==> src/arf_pkg.sv <==
// ---------------------------------------------------------------------------
// arf_pkg
// Shared constants, codes, types and helper functions of the factor engine.
// ---------------------------------------------------------------------------
package arf_pkg;

  localparam int MAX_USERS  = 4096;
  // both memories share one row width and depth
  localparam int MAX_ITEMS  = MAX_USERS;
  localparam int MAX_DIM    = 64;

  localparam int ROW_W      = $clog2(MAX_USERS);
  localparam int SLOT_W     = $clog2(MAX_DIM);
  localparam int FMEM_AW    = ROW_W + SLOT_W;
  localparam int FMEM_DEPTH = MAX_USERS * MAX_DIM;
  localparam int RANK_W     = 7;

  // shared multiplier operand and product widths
  localparam int MUL_AW = 35;
  localparam int MUL_BW = 33;
  localparam int PROD_W = 68;

  // function codes
  localparam logic [2:0] FN_TRAIN     = 3'd0;
  localparam logic [2:0] FN_ESTIMATE  = 3'd1;
  localparam logic [2:0] FN_LOAD_USER = 3'd2;
  localparam logic [2:0] FN_LOAD_ITEM = 3'd3;
  localparam logic [2:0] FN_READ_USER = 3'd4;
  localparam logic [2:0] FN_READ_ITEM = 3'd5;

  // register indexes
  localparam logic [2:0] REG_MEAN_COUNT    = 3'd0;
  localparam logic [2:0] REG_INV_STD_COUNT = 3'd1;
  localparam logic [2:0] REG_STEEPNESS     = 3'd2;
  localparam logic [2:0] REG_OFFSET        = 3'd3;
  localparam logic [2:0] REG_LEARN_RATE    = 3'd4;
  localparam logic [2:0] REG_USER_REG      = 3'd5;
  localparam logic [2:0] REG_ITEM_REG      = 3'd6;
  localparam logic [2:0] REG_FACTOR_DIM    = 3'd7;

  localparam logic [5:0] SIG_LAST = 6'd32;
  localparam logic signed [PROD_W-1:0] DIFF_LIMIT = PROD_W'(64'sd8589934592);
  localparam logic signed [PROD_W-1:0] ARG_LIMIT  = PROD_W'(64'sd524288);

  typedef struct packed {
    logic signed [MUL_AW-1:0] a;
    logic signed [MUL_BW-1:0] b;
  } mul_req_t;

  function automatic logic signed [31:0] sat32(input logic signed [PROD_W-1:0] x);
    logic signed [PROD_W-1:0] hi;
    logic signed [PROD_W-1:0] lo;
    hi = PROD_W'(64'sd2147483647);
    lo = -PROD_W'(64'sd2147483648);
    if (x > hi) return 32'sh7FFF_FFFF;
    else if (x < lo) return 32'sh8000_0000;
    else return x[31:0];
  endfunction

  // sigmoid samples at steps of 1/4, Q0.16
  function automatic logic [16:0] sig_val(input logic [5:0] i);
    case (i)
      6'd0:  return 17'd32768;
      6'd1:  return 17'd36843;
      6'd2:  return 17'd40793;
      6'd3:  return 17'd44511;
      6'd4:  return 17'd47911;
      6'd5:  return 17'd50941;
      6'd6:  return 17'd53581;
      6'd7:  return 17'd55834;
      6'd8:  return 17'd57724;
      6'd9:  return 17'd59287;
      6'd10: return 17'd60565;
      6'd11: return 17'd61598;
      6'd12: return 17'd62428;
      6'd13: return 17'd63090;
      6'd14: return 17'd63615;
      6'd15: return 17'd64030;
      6'd16: return 17'd64357;
      6'd17: return 17'd64614;
      6'd18: return 17'd64816;
      6'd19: return 17'd64974;
      6'd20: return 17'd65097;
      6'd21: return 17'd65194;
      6'd22: return 17'd65269;
      6'd23: return 17'd65328;
      6'd24: return 17'd65374;
      6'd25: return 17'd65410;
      6'd26: return 17'd65438;
      6'd27: return 17'd65459;
      6'd28: return 17'd65476;
      6'd29: return 17'd65489;
      6'd30: return 17'd65500;
      6'd31: return 17'd65508;
      default: return 17'd65514;
    endcase
  endfunction

endpackage

==> src/arf_mul.sv <==
// ---------------------------------------------------------------------------
// arf_mul
// Shared signed multiplier with a registered product.
// ---------------------------------------------------------------------------
module arf_mul
  import arf_pkg::*;
(
  input  logic                     clk,
  input  mul_req_t                 req,
  output logic signed [PROD_W-1:0] prod
);

  always_ff @(posedge clk) begin
    prod <= PROD_W'(req.a) * PROD_W'(req.b);
  end

endmodule

==> config.mk <==
export PLATFORM = sky130hd
export DESIGN_NAME = arf_mul
export DESIGN_NICKNAME = d
export VERILOG_FILES = /design/src/arf_pkg.sv /design/src/arf_mul.sv
export SDC_FILE = /design/constraint.sdc
export NUM_CORES = 2
export LEC_CHECK = 0
export ABC_CLOCK_PERIOD_IN_PS = 8250
export BUFFER_PORTS_ARGS = -buffer_cell sky130_fd_sc_hd__buf_4
export CELL_PAD_IN_SITES_DETAIL_PLACEMENT = 1
export CELL_PAD_IN_SITES_GLOBAL_PLACEMENT = 2
export CORE_MARGIN = 3
export CORE_UTILIZATION = 39
export DETAILED_ROUTE_END_ITERATION = 10
export PLACE_DENSITY = 0.81
export SLEW_MARGIN = 15
export SYNTH_ARGS = -nofsm -noshare
export SYNTH_HDL_FRONTEND = slang
export SYNTH_SLANG_ARGS = --single-unit
==> constraint.sdc <==
create_clock -name clk -period 8.25 [get_ports clk]
set_input_delay 1.2375 -clock clk [delete_from_list [all_inputs] [get_ports clk]]
set_output_delay 1.2375 -clock clk [all_outputs]
set_load 0.05 [all_outputs]
==> flow_summary.json <==
{
  "place_congestion": 0.882,
  "crit_type": "in2reg",
  "start_util": 0.394,
  "hold_path.class": "in2reg",
  "ys_top_cells_by_count": "fa_1 (1207), inv_1 (1138), and2_1 (589), nand2_1 (581), clkbuf_1 (226)",
  "synth_edf_count": 0,
  "top_register": "prod",
  "via_per_inst": 4.97,
  "ys_ff_latch": 68,
  "path_max_fanout": 12,
  "maxCapViolCount": 0,
  "drt_iter0_drc": 1130,
  "synthArstFlopShare": 0,
  "drt-total-wl_um": 137000,
  "tns_ns": 0,
  "rows": 120,
  "grt_pass1_wl_um": 213000,
  "syn-instance-count": 4494,
  "cts.clk_slew.worst_paths_ns": 0.06,
  "yosysMostFrequentCell": "fa_1",
  "track_usage": 0.249,
  "nNetsFinal": 6389,
  "grt_remaining_overflow": 0,
  "cp_common_cell": "fa_1",
  "dp_cells": 6255,
  "max_stage_delay_ns": 0.59,
  "synth_seq_area_share": 0.0321,
  "largestRegisters": "prod (68)",
  "synthTopCellsByArea": "fa_1 (57%), inv_1 (10%), and2_1 (8.7%), ha_1 (6.5%), nand2_1 (5.1%)",
  "dieArea_sq_um": 113000,
  "cts_tree": "done",
  "wl_met3_um": 3710,
  "via_count": 31300,
  "synthToLayoutAreaGrowth_pct": 16.4,
  "relSlewSlack": 0.664,
  "rsz0062_at_grt": "yes",
  "post-route-period-util": 0.986,
  "cp_data_required_time_ns": 8.49,
  "largest_reg_flops": 68,
  "clock_path_buffers": 2,
  "ctsRootBufferMaster": "clkbuf_16",
  "yosysTopAreaCellShare": 0.570,
  "syn-num-nets": 5991,
  "grt_pass1_vias": 36900,
  "netlist_area_sq_um": 42400,
  "critPathCaptureType": "flop",
  "worst_slew_pin_slew_ns": 0.499,
  "dpl.hpwl_um": 119000,
  "ant_nets": 0,
  "io_buffers": 136,
  "final_layout_size_suffix_gt1_frac": 0.156,
  "synth_cell_types": 78,
  "htreeDepth": 3,
  "holdBufCountCts": 0,
  "first_pass_iters": 4,
  "crit_arrival_ns": 8.37,
  "wl_met2_um": 74000,
  "die_h_um": 336,
  "finalCriticalPeriod_ns": 8.13,
  "synth_area_leader_cell": "fa_1",
  "synth.avg_cell_area_sq_um": 9.44,
  "die_w_um": 336,
  "maxSlewViolCount": 0,
  "fmax_mhz": 123,
  "wire_per_inst_um": 21.7,
  "top_layer": "met4",
  "ios": 137,
  "core_area_sq_um": 108000,
  "grt_max_degree": 27,
  "finalHoldViolations": 0,
  "run_status": "finished clean",
  "crit_path_start_kind": "input port",
  "setup_viol": 0,
  "cts_sinks": 68,
  "ys_warn_count": 0,
  "cts_buffers": 9,
  "crit_slowest_cell": "fa_1",
  "wl_met1_um": 53200,
  "drc": 0,
  "antenna_found_initial": 3,
  "layoutNonFillerInstCount": 6302,
  "ys_dominant_reg_cell": "dfxtp_1"
}
## per-layer routing
| layer | global-route usage | vias up |
|---|---|---|
| met4 | 0.0958 | 0 |
| met2 | 0.465 | 602 |
| met5 | 0 | - |
| met3 | 0.0180 | 212 |
| met1 | 0.297 | 16900 |
| li1 | - | 13600 |
## through the flow
step	area, sq um	hold slack, ns	util	worst slack [ns]
after floorplan	42500	1.36	-	0.000288
after global placement	48200	1.69	0.448	-0.545
after detailed placement	48200	1.69	0.448	-0.676
after CTS	48600	1.45	0.452	0.0116
after global routing	49400	1.41	0.459	-0.0381
final	49400	1.39	0.459	0.118
## kinds of logic after synthesis
kind of cell	count (synthesis)	synth area share
and+or+nand+nor	1323	0.157
AOI/OAI and AO/OA	219	0.0358
DFF	68	0.0321
xor gates and xnor gates	72	0.0149
adders and majority gates	1428	0.635
buffers and inverters	1382	0.125
muxes	2	0.000472
## worst max-delay path: cells and delay by family
kind	cells	cell delay [ns]
buffers and inverters	12	1.30
xor gates and xnor gates	1	0.15
and+or+nand+nor	2	0.20
adders and majority gates	9	4.46
AOI/OAI and AO/OA	5	0.97
## cell type report
cell class,count,area [sq um]
fill,12300,58100
tap,1403,1760
inverter,1138,4280
multi-input combinational,3044,36200
clock inverter,5,27.5
timing repair buffer,631,5510
antenna,2,5.00
sequential,68,1360
clock buffer,11,243
## layout by cell type, fill, tap and decap left out, drive strengths merged, types with 3 or more instances in the layout
cell and instances:
and3 4, clkbuf 12, xnor2 49, buf 630, a21oi 63, or3 4
clkinv 4, nand2b 10, nor2b 5, a211oi 9, dfxtp 68, nor2 65
a2111oi 6, o21ai 46, clkinvlp 3, inv 1136, nand4b 3, nand2 582
nor3 17, o21a 8, nand3 17, o211ai 5, a21o 38, o21bai 9
ha 221, a41oi 3, a31oi 8, and2 589, xor2 23, a21boi 4
fa 1207, nand4 17
## final timing paths
kind	start	cells past startpoint	slack (ns)	end
worst max-delay path	req[7]	29	0.12	prod[66]
worst min-delay path	req[0]	3	1.39	prod[0]
## what timing repair did
action                     CTS  global route
setup endpoints to repair   15            28
pin swaps                    3            71
gates resized for setup     20           142
buffers inserted             1            29
cloned                       0             1
Power is left out: the tool's default activity adds up to more than one toggle a clock period on the data nets, which glitch-free logic cannot reach.
